$ cat config.mk
export PLATFORM = sky130hd
export DESIGN_NAME = status_led_pattern_engine_top
export DESIGN_NICKNAME = d
export VERILOG_FILES = /design/src/hdl/slpe_pkg.sv /design/src/hdl/status_led_pattern_engine_top.sv
export SDC_FILE = /design/constraint.sdc
export NUM_CORES = 1
export LEC_CHECK = 0
export ABC_AREA = 0
export BUFFER_PORTS_ARGS = -buffer_cell sky130_fd_sc_hd__clkbuf_2
export CAP_MARGIN = 20
export CORE_MARGIN = 1.5
export CORE_UTILIZATION = 65
export CTS_BUF_LIST = sky130_fd_sc_hd__clkbuf_4 sky130_fd_sc_hd__clkbuf_8 sky130_fd_sc_hd__clkbuf_16
export CTS_CLUSTER_SIZE = 10
export DETAILED_ROUTE_END_ITERATION = 10
export PLACE_DENSITY = 0.85
export SLEW_MARGIN = 10
export SYNTH_ARGS = -nofsm -noshare
export SYNTH_HDL_FRONTEND = slang
export SYNTH_SLANG_ARGS = --single-unit
$ cat constraint.sdc
create_clock -name aclk -period 11.7 [get_ports aclk]
set_input_delay 1.755 -clock aclk [delete_from_list [all_inputs] [get_ports aclk]]
set_output_delay 1.755 -clock aclk [all_outputs]
set_load 0.03 [all_outputs]
$ cat src/hdl/slpe_pkg.sv
`timescale 1ns / 1ps
`default_nettype none
// ----------------------------------------------------------------------------
// slpe_pkg
// Shared types and constants for the status LED pattern engine.
// ----------------------------------------------------------------------------
package slpe_pkg;

    localparam int unsigned NOW_W     = 32;
    localparam int unsigned ARG_W     = 8;
    localparam int unsigned CMD_W     = 3;
    localparam int unsigned COLOR_W   = 3;
    localparam int unsigned PCT_W     = 7;
    localparam int unsigned S_TDATA_W = 40;
    localparam int unsigned M_TDATA_W = 16;
    localparam int unsigned CFG_IDX_W = 1;

    typedef enum logic [CMD_W-1:0] {
        CMD_TICK      = 3'd0,
        CMD_STATUS    = 3'd1,
        CMD_NETWORK   = 3'd2,
        CMD_QUALITY   = 3'd3,
        CMD_FLASH     = 3'd4,
        CMD_PATTERN   = 3'd5,
        CMD_INDICATOR = 3'd6,
        CMD_MUTE      = 3'd7
    } cmd_t;

    typedef enum logic [COLOR_W-1:0] {
        COLOR_OFF     = 3'd0,
        COLOR_RED     = 3'd1,
        COLOR_GREEN   = 3'd2,
        COLOR_BLUE    = 3'd3,
        COLOR_CYAN    = 3'd4,
        COLOR_ORANGE  = 3'd5,
        COLOR_MAGENTA = 3'd6
    } color_t;

    // status modes
    localparam logic [2:0] MODE_READY      = 3'd1;
    localparam logic [2:0] MODE_CONNECTING = 3'd2;
    localparam logic [2:0] MODE_PORTAL     = 3'd3;
    localparam logic [2:0] MODE_FAULT      = 3'd4;

    // network states
    localparam logic [1:0] NET_CONNECTED = 2'd1;
    localparam logic [1:0] NET_AP        = 2'd2;
    localparam logic [1:0] NET_AP_CLIENT = 2'd3;

    // system patterns
    localparam logic [2:0] PAT_NONE      = 3'd0;
    localparam logic [2:0] PAT_UPDATING  = 3'd1;
    localparam logic [2:0] PAT_UPDATE_OK = 3'd2;
    localparam logic [2:0] PAT_UPD_FAIL  = 3'd3;
    localparam logic [2:0] PAT_RECOVERY  = 3'd4;

    // indicator modes
    localparam logic [1:0] IND_LOCATE = 2'd1;
    localparam logic [1:0] IND_MUTE   = 2'd2;

    // register indexes
    localparam logic [CFG_IDX_W-1:0] REG_BRIGHTNESS = 1'd0;
    localparam logic [CFG_IDX_W-1:0] REG_RGB        = 1'd1;

    localparam logic [PCT_W-1:0]   PCT_MAX       = 7'd100;
    localparam logic [COLOR_W-1:0] COLOR_MAX     = 3'd6;
    localparam logic [NOW_W-1:0]   FLASH_MS      = 32'd50;
    localparam logic [NOW_W-1:0]   FAIL_HOLD_MS  = 32'd2500;
    localparam logic [NOW_W-1:0]   LOCATE_MS     = 32'd150;
    localparam logic [NOW_W-1:0]   BLINK_CONN_MS = 32'd500;
    localparam logic [NOW_W-1:0]   BLINK_PORT_MS = 32'd150;
    localparam logic [NOW_W-1:0]   BLINK_FLT_MS  = 32'd120;
    localparam logic [PCT_W-1:0]   Q_LOW         = 7'd25;
    localparam logic [PCT_W-1:0]   Q_MID         = 7'd50;

    // now % 2000 = {(now >> 4) % 125, now[3:0]}; the quotient by 125 uses
    // a reciprocal multiply, exact for 28-bit dividends.
    localparam int unsigned DIV_IN_W  = 28;
    localparam int unsigned RECIP_W   = 29;
    localparam int unsigned RECIP_SH  = 35;
    localparam int unsigned QUOT_W    = 22;
    localparam logic [RECIP_W-1:0] RECIP_125 = 29'd274877907;
    localparam logic [7:0]         DIV_125   = 8'd125;

    // phase windows over now % 2000
    function automatic logic early_200(input logic [10:0] r);
        early_200 = (r < 11'd200);
    endfunction

    function automatic logic early_1000(input logic [10:0] r);
        early_1000 = (r < 11'd200) || ((r >= 11'd1000) && (r < 11'd1200));
    endfunction

    function automatic logic early_400(input logic [10:0] r);
        early_400 = (r < 11'd200)
                 || ((r >= 11'd400)  && (r < 11'd600))
                 || ((r >= 11'd800)  && (r < 11'd1000))
                 || ((r >= 11'd1200) && (r < 11'd1400))
                 || ((r >= 11'd1600) && (r < 11'd1800));
    endfunction

endpackage
`default_nettype wire

$ cat src/hdl/status_led_pattern_engine_top.sv
`timescale 1ns / 1ps
`default_nettype none
// ----------------------------------------------------------------------------
// status_led_pattern_engine_top
// Turns timestamped commands into network / activity LED color pairs.
// ----------------------------------------------------------------------------
// One request is taken every clock cycle unless the pipeline stalls. A tick
// request yields one color pair on the m_ side; every other command only
// updates state and yields nothing. The block is a three-register pipeline:
// input register, a register after the reciprocal multiply that reduces
// now_ms modulo 2000, and the result register; all LED state is read and
// written in a single cycle in the stage before the result register, so
// back-to-back requests see each other's effects in order. The m_ side may
// stall; the pipeline then holds a tick until its pair can be stored, while
// other commands keep going. Register writes are meant for an idle block.
module status_led_pattern_engine_top (
    input  wire logic                           aclk,
    input  wire logic                           aresetn,
    // configuration
    input  wire logic                           cfg_wr_en,
    input  wire logic [slpe_pkg::CFG_IDX_W-1:0] cfg_index,
    input  wire logic [slpe_pkg::PCT_W-1:0]     cfg_wdata,
    // requests
    input  wire logic                           s_tvalid,
    output logic                                s_tready,
    input  wire logic [slpe_pkg::S_TDATA_W-1:0] s_tdata,   // [31:0] now_ms, [39:32] argument
    input  wire logic [slpe_pkg::CMD_W-1:0]     s_tuser,   // [2:0] command
    // color pairs
    output logic                                m_tvalid,
    input  wire logic                           m_tready,
    output logic [slpe_pkg::M_TDATA_W-1:0]      m_tdata    // [2:0] network_color,
                                                           // [5:3] activity_color,
                                                           // [12:6] brightness_out
);

    localparam int unsigned NW = slpe_pkg::NOW_W;
    localparam int unsigned CW = slpe_pkg::COLOR_W;
    localparam int unsigned PW = slpe_pkg::PCT_W;
    localparam int unsigned DW = slpe_pkg::DIV_IN_W;
    localparam int unsigned QW = slpe_pkg::QUOT_W;
    localparam int unsigned MW = slpe_pkg::DIV_IN_W + slpe_pkg::RECIP_W;
    localparam int unsigned S_ARG_HI = NW + slpe_pkg::ARG_W - 1;

    // ---------------- configuration ----------------
    logic [PW-1:0] brightness_reg;
    logic          rgb_reg;

    always_ff @(posedge aclk) begin
        if (!aresetn) begin
            brightness_reg <= slpe_pkg::PCT_MAX;
            rgb_reg        <= 1'b1;
        end else if (cfg_wr_en) begin
            case (cfg_index)
                slpe_pkg::REG_BRIGHTNESS: begin
                    brightness_reg <= (cfg_wdata > slpe_pkg::PCT_MAX) ? slpe_pkg::PCT_MAX
                                                                      : cfg_wdata;
                end
                slpe_pkg::REG_RGB: begin
                    rgb_reg <= cfg_wdata[0];
                end
                default: begin
                end
            endcase
        end
    end

    // ---------------- pipeline control ----------------
    logic                        p1_valid_reg;
    slpe_pkg::cmd_t              p1_cmd_reg;
    logic [NW-1:0]               p1_now_reg;
    logic [slpe_pkg::ARG_W-1:0]  p1_arg_reg;

    logic                        p2_valid_reg;
    slpe_pkg::cmd_t              p2_cmd_reg;
    logic [NW-1:0]               p2_now_reg;
    logic [slpe_pkg::ARG_W-1:0]  p2_arg_reg;
    logic [QW-1:0]               p2_quot_reg;

    logic                        m_valid_reg;
    logic [slpe_pkg::M_TDATA_W-1:0] m_data_reg;

    logic p2_is_tick;
    logic p2_fire;
    logic p1_adv;
    logic s_fire;

    assign p2_is_tick = (p2_cmd_reg == slpe_pkg::CMD_TICK);
    assign p2_fire    = p2_valid_reg && (!p2_is_tick || !m_valid_reg || m_tready);
    assign p1_adv     = !p2_valid_reg || p2_fire;
    assign s_tready   = !p1_valid_reg || p1_adv;
    assign s_fire     = s_tvalid && s_tready;

    always_ff @(posedge aclk) begin
        if (!aresetn) begin
            p1_valid_reg <= 1'b0;
        end else if (s_tready) begin
            p1_valid_reg <= s_tvalid;
        end
    end

    always_ff @(posedge aclk) begin
        if (s_fire) begin
            p1_cmd_reg <= slpe_pkg::cmd_t'(s_tuser);
            p1_now_reg <= s_tdata[NW-1:0];
            p1_arg_reg <= s_tdata[S_ARG_HI:NW];
        end
    end

    // quotient of now[31:4] by 125
    logic [MW-1:0] recip_prod;
    assign recip_prod = MW'(p1_now_reg[NW-1:4]) * MW'(slpe_pkg::RECIP_125);

    always_ff @(posedge aclk) begin
        if (!aresetn) begin
            p2_valid_reg <= 1'b0;
        end else if (p1_adv) begin
            p2_valid_reg <= p1_valid_reg;
        end
    end

    always_ff @(posedge aclk) begin
        if (p1_adv && p1_valid_reg) begin
            p2_cmd_reg  <= p1_cmd_reg;
            p2_now_reg  <= p1_now_reg;
            p2_arg_reg  <= p1_arg_reg;
            p2_quot_reg <= recip_prod[slpe_pkg::RECIP_SH +: QW];
        end
    end

    // ---------------- phase windows ----------------
    logic [DW-1:0] quot_x125;
    logic [DW-1:0] rem_raw;
    logic [7:0]    rem_125;
    logic [10:0]   r2000;
    logic          early2000;
    logic          early1000;
    logic          early400;

    assign quot_x125 = (DW'(p2_quot_reg) << 7) - (DW'(p2_quot_reg) << 2) + DW'(p2_quot_reg);
    assign rem_raw   = p2_now_reg[NW-1:4] - quot_x125;
    assign rem_125   = (rem_raw[7:0] >= slpe_pkg::DIV_125) ? rem_raw[7:0] - slpe_pkg::DIV_125
                                                            : rem_raw[7:0];
    assign r2000     = {rem_125[6:0], p2_now_reg[3:0]};
    assign early2000 = slpe_pkg::early_200(r2000);
    assign early1000 = slpe_pkg::early_1000(r2000);
    assign early400  = slpe_pkg::early_400(r2000);

    // ---------------- LED state ----------------
    logic [2:0]    status_mode_reg;
    logic [1:0]    net_state_reg;
    logic [PW-1:0] quality_reg;
    logic [NW-1:0] blink_time_reg;
    logic          blink_on_reg;
    logic [NW-1:0] flash_end_reg;
    logic [CW-1:0] flash_color_reg;
    logic [2:0]    pattern_reg;
    logic [NW-1:0] pattern_end_reg;
    logic          pattern_exp_reg;
    logic [1:0]    ind_mode_reg;
    logic          muted_reg;
    logic [NW-1:0] locate_time_reg;
    logic          locate_on_reg;

    logic [2:0]    status_mode_next;
    logic [1:0]    net_state_next;
    logic [PW-1:0] quality_next;
    logic [NW-1:0] blink_time_next;
    logic          blink_on_next;
    logic [NW-1:0] flash_end_next;
    logic [CW-1:0] flash_color_next;
    logic [2:0]    pattern_next;
    logic [NW-1:0] pattern_end_next;
    logic          pattern_exp_next;
    logic [1:0]    ind_mode_next;
    logic          muted_next;
    logic [NW-1:0] locate_time_next;
    logic          locate_on_next;

    slpe_pkg::color_t net_color;
    slpe_pkg::color_t act_color;
    slpe_pkg::color_t ready_color;
    slpe_pkg::color_t pat_a;
    slpe_pkg::color_t pat_b;

    logic [NW-1:0] now;
    logic [NW-1:0] pat_diff;
    logic          pat_active;
    logic          pat_expired;
    logic          blink_mode;
    logic [NW-1:0] blink_period;
    slpe_pkg::color_t blink_color;
    logic [2:0]    pat_arg;

    assign now        = p2_now_reg;
    assign pat_diff   = now - pattern_end_reg;
    assign pat_active = (pattern_reg != slpe_pkg::PAT_NONE);
    assign pat_expired = pattern_exp_reg && !pat_diff[NW-1];
    assign pat_arg    = (p2_arg_reg > 8'(slpe_pkg::PAT_RECOVERY)) ? slpe_pkg::PAT_NONE
                                                                  : p2_arg_reg[2:0];

    always_comb begin
        case (net_state_reg)
            slpe_pkg::NET_CONNECTED: begin
                if (quality_reg < slpe_pkg::Q_LOW) begin
                    if (rgb_reg) begin
                        ready_color = early2000 ? slpe_pkg::COLOR_RED : slpe_pkg::COLOR_GREEN;
                    end else begin
                        ready_color = early2000 ? slpe_pkg::COLOR_GREEN : slpe_pkg::COLOR_OFF;
                    end
                end else if (quality_reg < slpe_pkg::Q_MID) begin
                    if (rgb_reg) begin
                        ready_color = early2000 ? slpe_pkg::COLOR_ORANGE
                                                : slpe_pkg::COLOR_GREEN;
                    end else begin
                        ready_color = early2000 ? slpe_pkg::COLOR_OFF : slpe_pkg::COLOR_GREEN;
                    end
                end else begin
                    ready_color = slpe_pkg::COLOR_GREEN;
                end
            end
            slpe_pkg::NET_AP_CLIENT: begin
                ready_color = rgb_reg ? slpe_pkg::COLOR_BLUE : slpe_pkg::COLOR_GREEN;
            end
            slpe_pkg::NET_AP: begin
                ready_color = early1000 ? slpe_pkg::COLOR_BLUE : slpe_pkg::COLOR_OFF;
            end
            default: begin
                ready_color = slpe_pkg::COLOR_RED;
            end
        endcase
    end

    always_comb begin
        blink_mode   = 1'b1;
        blink_period = slpe_pkg::BLINK_CONN_MS;
        blink_color  = slpe_pkg::COLOR_RED;
        case (status_mode_reg)
            slpe_pkg::MODE_CONNECTING: begin
                blink_period = slpe_pkg::BLINK_CONN_MS;
            end
            slpe_pkg::MODE_PORTAL: begin
                blink_period = slpe_pkg::BLINK_PORT_MS;
                blink_color  = slpe_pkg::COLOR_ORANGE;
            end
            slpe_pkg::MODE_FAULT: begin
                blink_period = slpe_pkg::BLINK_FLT_MS;
            end
            default: begin
                blink_mode = 1'b0;
            end
        endcase
    end

    always_comb begin
        case (pattern_reg)
            slpe_pkg::PAT_UPDATING: begin
                pat_a = slpe_pkg::COLOR_ORANGE;
                pat_b = slpe_pkg::COLOR_OFF;
            end
            slpe_pkg::PAT_UPD_FAIL: begin
                pat_a = slpe_pkg::COLOR_RED;
                pat_b = slpe_pkg::COLOR_OFF;
            end
            slpe_pkg::PAT_UPDATE_OK: begin
                pat_a = slpe_pkg::COLOR_GREEN;
                pat_b = slpe_pkg::COLOR_GREEN;
            end
            default: begin
                pat_a = slpe_pkg::COLOR_BLUE;
                pat_b = slpe_pkg::COLOR_RED;
            end
        endcase
    end

    always_comb begin
        status_mode_next = status_mode_reg;
        net_state_next   = net_state_reg;
        quality_next     = quality_reg;
        blink_time_next  = blink_time_reg;
        blink_on_next    = blink_on_reg;
        flash_end_next   = flash_end_reg;
        flash_color_next = flash_color_reg;
        pattern_next     = pattern_reg;
        pattern_end_next = pattern_end_reg;
        pattern_exp_next = pattern_exp_reg;
        ind_mode_next    = ind_mode_reg;
        muted_next       = muted_reg;
        locate_time_next = locate_time_reg;
        locate_on_next   = locate_on_reg;
        net_color        = slpe_pkg::COLOR_OFF;
        act_color        = slpe_pkg::COLOR_OFF;

        case (p2_cmd_reg)
            slpe_pkg::CMD_TICK: begin
                if (pat_active && pat_expired) begin
                    pattern_next     = slpe_pkg::PAT_NONE;
                    pattern_end_next = '0;
                    pattern_exp_next = 1'b0;
                end
                if (pat_active && !pat_expired) begin
                    net_color = early400 ? pat_a : pat_b;
                    act_color = early400 ? pat_b : pat_a;
                end else if (muted_reg || ind_mode_reg == slpe_pkg::IND_MUTE) begin
                    net_color = slpe_pkg::COLOR_OFF;
                    act_color = slpe_pkg::COLOR_OFF;
                end else if (ind_mode_reg == slpe_pkg::IND_LOCATE) begin
                    if ((now - locate_time_reg) >= slpe_pkg::LOCATE_MS) begin
                        locate_time_next = now;
                        locate_on_next   = !locate_on_reg;
                    end
                    net_color = locate_on_next ? slpe_pkg::COLOR_MAGENTA : slpe_pkg::COLOR_OFF;
                    act_color = net_color;
                end else begin
                    if (status_mode_reg == slpe_pkg::MODE_READY) begin
                        net_color = ready_color;
                    end else if (blink_mode) begin
                        if ((now - blink_time_reg) >= blink_period) begin
                            blink_time_next = now;
                            blink_on_next   = !blink_on_reg;
                        end
                        net_color = blink_on_next ? blink_color : slpe_pkg::COLOR_OFF;
                    end
                    act_color = (now < flash_end_reg) ? slpe_pkg::color_t'(flash_color_reg)
                                                      : slpe_pkg::COLOR_OFF;
                end
            end
            slpe_pkg::CMD_STATUS: begin
                status_mode_next = p2_arg_reg[2:0];
            end
            slpe_pkg::CMD_NETWORK: begin
                net_state_next = p2_arg_reg[1:0];
            end
            slpe_pkg::CMD_QUALITY: begin
                quality_next = (p2_arg_reg > 8'(slpe_pkg::PCT_MAX)) ? slpe_pkg::PCT_MAX
                                                                    : p2_arg_reg[PW-1:0];
            end
            slpe_pkg::CMD_FLASH: begin
                flash_color_next = (p2_arg_reg > 8'(slpe_pkg::COLOR_MAX)) ? slpe_pkg::COLOR_OFF
                                                                          : p2_arg_reg[CW-1:0];
                flash_end_next   = now + slpe_pkg::FLASH_MS;
            end
            slpe_pkg::CMD_PATTERN: begin
                pattern_next = pat_arg;
                if (pat_arg == slpe_pkg::PAT_UPD_FAIL) begin
                    pattern_end_next = now + slpe_pkg::FAIL_HOLD_MS;
                    pattern_exp_next = 1'b1;
                end else begin
                    pattern_end_next = '0;
                    pattern_exp_next = 1'b0;
                end
            end
            slpe_pkg::CMD_INDICATOR: begin
                ind_mode_next = p2_arg_reg[1:0];
                // entering locate restarts its phase, dark first
                if (p2_arg_reg[1:0] == slpe_pkg::IND_LOCATE) begin
                    locate_time_next = now;
                    locate_on_next   = 1'b0;
                end
            end
            default: begin
                muted_next = 1'b1;
            end
        endcase
    end

    always_ff @(posedge aclk) begin
        if (!aresetn) begin
            status_mode_reg <= '0;
            net_state_reg   <= '0;
            quality_reg     <= slpe_pkg::PCT_MAX;
            blink_time_reg  <= '0;
            blink_on_reg    <= 1'b0;
            flash_end_reg   <= '0;
            flash_color_reg <= slpe_pkg::COLOR_OFF;
            pattern_reg     <= slpe_pkg::PAT_NONE;
            pattern_end_reg <= '0;
            pattern_exp_reg <= 1'b0;
            ind_mode_reg    <= '0;
            muted_reg       <= 1'b0;
            locate_time_reg <= '0;
            locate_on_reg   <= 1'b0;
        end else if (p2_fire) begin
            status_mode_reg <= status_mode_next;
            net_state_reg   <= net_state_next;
            quality_reg     <= quality_next;
            blink_time_reg  <= blink_time_next;
            blink_on_reg    <= blink_on_next;
            flash_end_reg   <= flash_end_next;
            flash_color_reg <= flash_color_next;
            pattern_reg     <= pattern_next;
            pattern_end_reg <= pattern_end_next;
            pattern_exp_reg <= pattern_exp_next;
            ind_mode_reg    <= ind_mode_next;
            muted_reg       <= muted_next;
            locate_time_reg <= locate_time_next;
            locate_on_reg   <= locate_on_next;
        end
    end

    // ---------------- result register ----------------
    always_ff @(posedge aclk) begin
        if (!aresetn) begin
            m_valid_reg <= 1'b0;
        end else if (p2_fire && p2_is_tick) begin
            m_valid_reg <= 1'b1;
        end else if (m_tready) begin
            m_valid_reg <= 1'b0;
        end
    end

    always_ff @(posedge aclk) begin
        if (p2_fire && p2_is_tick) begin
            m_data_reg <= {3'b000, brightness_reg, act_color, net_color};
        end
    end

    assign m_tvalid = m_valid_reg;
    assign m_tdata  = m_data_reg;

    // ---------------- assertions ----------------
    a_expiry_only_failed: assert property (@(posedge aclk) disable iff (!aresetn)
        pattern_exp_reg |-> (pattern_reg == slpe_pkg::PAT_UPD_FAIL))
        else $error("pattern expiry armed for a pattern that does not expire");

    a_mute_sticky: assert property (@(posedge aclk) disable iff (!aresetn)
        muted_reg |=> muted_reg)
        else $error("mute cleared without reset");

    a_tick_gives_pair: assert property (@(posedge aclk) disable iff (!aresetn)
        (p2_fire && p2_is_tick) |=> m_valid_reg)
        else $error("tick request produced no color pair");

    a_cmd_no_pair: assert property (@(posedge aclk) disable iff (!aresetn)
        (p2_fire && !p2_is_tick && !m_valid_reg) |=> !m_valid_reg)
        else $error("non-tick request produced a color pair");

    a_pct_range: assert property (@(posedge aclk) disable iff (!aresetn)
        (brightness_reg <= slpe_pkg::PCT_MAX) && (quality_reg <= slpe_pkg::PCT_MAX))
        else $error("percent register above range");

endmodule
`default_nettype wire
==> flow_metrics.py <==
metrics = {
    "yosys": {
        "yosysTopAreaCell": "fa_1",
        "avgSynthCellArea_um2": 9.36,
        "yosysSeqAreaShare_pct": 23.7,
        "yosysWarnings": 0,
        "synth_top_area_share_pct": 18.2,
        "postSynthCellCount": 2915,
        "synthTopCellsByArea": "fa_1, ha_1, dfxtp_1",
        "synth-seq-cells": 270,
        "yosysUniqueCellTypes": 95,
        "synth_edf_count": 107,
        "syn-cell-area_mm2": 0.0273,
        "async_flop_share_pct": 0,
        "ys.flop_type": "dfxtp_1",
    },
    "timing": {
        "finalHoldViolCount": 0,
        "tightest_slew_ns": 0.895,
        "slew_violations": 0,
        "fin_skew_ns": 0.0197,
        "setup_tns_ns": 0,
        "whs_ns": 0.412,
        "rsz0062_at_grt": "false",
        "finalSetupViolations": 0,
        "timing.fmax_mhz": 130,
        "fin_crit_sh_pct": 65.6,
        "relSlewSlack_pct": 40.0,
        "fin_crit_ns": 7.67,
    },
    "run": {
        "cap_viol_max_count": 0,
    },
    "clocking": {
        "path_clk_slew_ns": 0.05,
        "root_buffer": "clkbuf_16",
        "insertion_delay_ns": 0.55,
        "htreeDepth": 2,
        "cts.sinks": 270,
        "cts.path.max_buffers": 3,
        "cts_tree": "built",
        "cts.repair.resized": 0,
        "post_cts_buffers": 0,
        "cts_made_buffers": 35,
        "hold_buffers": 0,
    },
    "critical_path": {
        "worst-r2r-cell-count": 20,
        "crit_fanout": 9,
        "rrSetupSlack_ns": 4.03,
        "worstSetupStartpointType": "flop",
        "timing.rr.start": "p1_now_reg[10]",
        "required_ns": 11.99,
        "critPathKind": "flop to flop",
        "arrival_ns": 7.96,
        "worstSetupEndpointType": "flop",
        "r2r-end": "p2_quot_reg[7]",
    },
    "worst_hold_path": {
        "min_path_cells": 0,
        "min_to": "p2_arg_reg[7]",
        "hold_start": "p1_arg_reg[7]",
        "hold_path.class": "flop to flop",
    },
    "power": {
        "ir_worst_vdd_mv": 0.583,
        "p_leak_uw": 0.0133,
        "power_density_mw_per_mm2": 316,
    },
    "layout": {
        "nets": 3662,
        "area_delta_synth_final_pct": 7.34,
        "drive_above_1_share_pct": 7.31,
        "filler_cell_count": 3080,
        "n_antenna_cell": 0,
    },
    "floorplanning": {
        "die_h_um": 208,
        "start_util_pct": 66.4,
        "fp-row-count": 74,
        "coreArea_mm2": 0.0411,
        "ios": 74,
        "dieArea_mm2": 0.0432,
        "fp.dieW_um": 208,
    },
    "route": {
        "ant_nets": 0,
        "num_vias": 21200,
        "vias_per_cell": 6.00,
        "wl_met3_um": 3620,
        "wl_met2_um": 36200,
        "drt-initial-drc-count": 1642,
        "met1_length_um": 27900,
        "drt_pass1_iterations": 8,
        "wl_per_cell_um": 20.4,
        "drt-total-wl_um": 72000,
        "drc": 0,
        "routed.top_layer": "met4",
    },
    "place": {
        "gp_congestion": 1.01,
        "hpwl_um": 57300,
        "io_buffers": 70,
    },
    "global_routing": {
        "grt_pass1_wl_um": 117000,
        "grt.total_usage_pct": 34.5,
        "antenna_found_initial": 0,
        "grt_max_degree": 66,
        "overflow": 0,
        "grt_pass1_vias": 22300,
    },
    "outcome": {
        "status": "finished clean",
    },
}
==> per-layer routing <==
layer,track usage (%),up-vias
li1,-,9869
met1,41.2,10300
met2,60.7,739
met3,4.24,208
met4,18.5,0
met5,0,-
==> synth_stat cells (8+ instances only) <==
| cell type | number |
|---|---|
| a2111oi_0 | 9 |
| a211o_1 | 8 |
| a211oi_1 | 40 |
| a21boi_0 | 12 |
| a21o_1 | 36 |
| a21oi_1 | 88 |
| a22oi_1 | 13 |
| a31oi_1 | 16 |
| and2_1 | 17 |
| and3_1 | 21 |
| and4_1 | 12 |
| buf_2 | 17 |
| buf_4 | 9 |
| clkbuf_1 | 46 |
| dfxtp_1 | 163 |
| edfxtp_1 | 107 |
| fa_1 | 248 |
| ha_1 | 386 |
| inv_1 | 618 |
| mux2i_1 | 49 |
| nand2_1 | 177 |
| nand2b_1 | 24 |
| nand3_1 | 53 |
| nand3_2 | 11 |
| nand4_1 | 30 |
| nor2_1 | 144 |
| nor2b_1 | 49 |
| nor3_1 | 31 |
| nor4_1 | 12 |
| o2111ai_1 | 12 |
| o211ai_1 | 20 |
| o21a_1 | 24 |
| o21ai_0 | 67 |
| o21ai_1 | 54 |
| o21ai_2 | 10 |
| o21bai_1 | 8 |
| o22ai_1 | 8 |
| or2_2 | 8 |
| or3_1 | 16 |
| xnor2_1 | 58 |
| xor2_1 | 53 |
==> metrics by stage <==
stage                     worst slack (ns)  area (um^2)  utilization (%)  instances  total power, uW
after floorplan                       4.78        27300                -       2917             6250
after global placement                4.24        28100             68.4       3465             7780
after detailed placement              4.13        28100             68.4       3466             8070
after CTS                             4.10        29300             71.2       3525             9220
after global routing                  3.73        29300             71.2       3526            10300
final                                 4.03        29300             71.2       3526             9240
==> cells in the final DEF, fill, tap and decap left out, types with 40 or more instances in the layout <==
cell type  Yosys  layout
a211oi_1      40      40
a21oi_1       88      88
inv_1        618     618
dfxtp_1      163     163
o21ai_1       54      54
xnor2_1       58      58
o21ai_0       67      67
clkbuf_2       1      69
ha_1         386     386
xor2_1        53      53
nand3_1       53      53
mux2i_1       49      49
edfxtp_1     107     107
nand2_1      177     177
fa_1         248     248
nor2b_1       49      46
nor2_1       144     144
==> cells by family after synthesis <==
family / count (synthesis) / synth area share [%]
mux: 55 / 2.05
flops: 270 / 23.7
xor+xnor: 112 / 3.65
compound gates: 502 / 12.7
simple gates: 638 / 11.9
fa+ha+maj: 634 / 35.9
buf+inv: 703 / 10.1
other cells: 1 / 0.0137
==> area by class of cell <==
cell class / instances / area [um^2] / area share, %
multi-input combinational: 1944 / 18100 / 61.8
sequential: 270 / 6480 / 22.1
inverter: 620 / 2330 / 7.95
clock buffer: 54 / 1080 / 3.70
tap: 532 / 666 / 2.27
timing repair buffer: 101 / 596 / 2.03
clock inverter: 5 / 47.5 / 0.162
==> critical path, cell delays in order, from the launching register on <==
cell	delay, ns
edfxtp_1	0.66
ha_1	0.36
fa_1	0.47
fa_1	0.51
inv_1	0.05
fa_1	0.47
fa_1	0.54
fa_1	0.47
fa_1	0.55
inv_1	0.04
ha_1	0.31
a211o_1	0.27
a221oi_1	0.44
o311ai_1	0.24
a211o_1	0.30
o221a_2	0.28
o31ai_1	0.32
a21oi_1	0.18
a31o_2	0.32
and4_1	0.22
or3_1	0.37
==> power by group <==
group,total (uW),internal (uW),switching [uW]
Combinational,7010,2940,4070
Sequential,1170,1120,48.3
Clock,1060,640,421
==> worst max-delay path by stage <==
| stage | endpoint | slack, ns | cells after the start | start |
|---|---|---|---|---|
| finish | p2_quot_reg[7] | 4.03 | 20 | p1_now_reg[10] |
| global route | p2_quot_reg[7] | 3.73 | 28 | p1_now_reg[21] |
| CTS | p2_quot_reg[7] | 4.10 | 20 | p1_now_reg[8] |
| detailed placement | p2_quot_reg[7] | 4.13 | 20 | p1_now_reg[8] |
| global placement | p2_quot_reg[7] | 4.24 | 20 | p1_now_reg[8] |
| floorplan | p2_quot_reg[7] | 4.78 | 26 | p1_now_reg[20] |
Power figures use the tool's default switching activity.
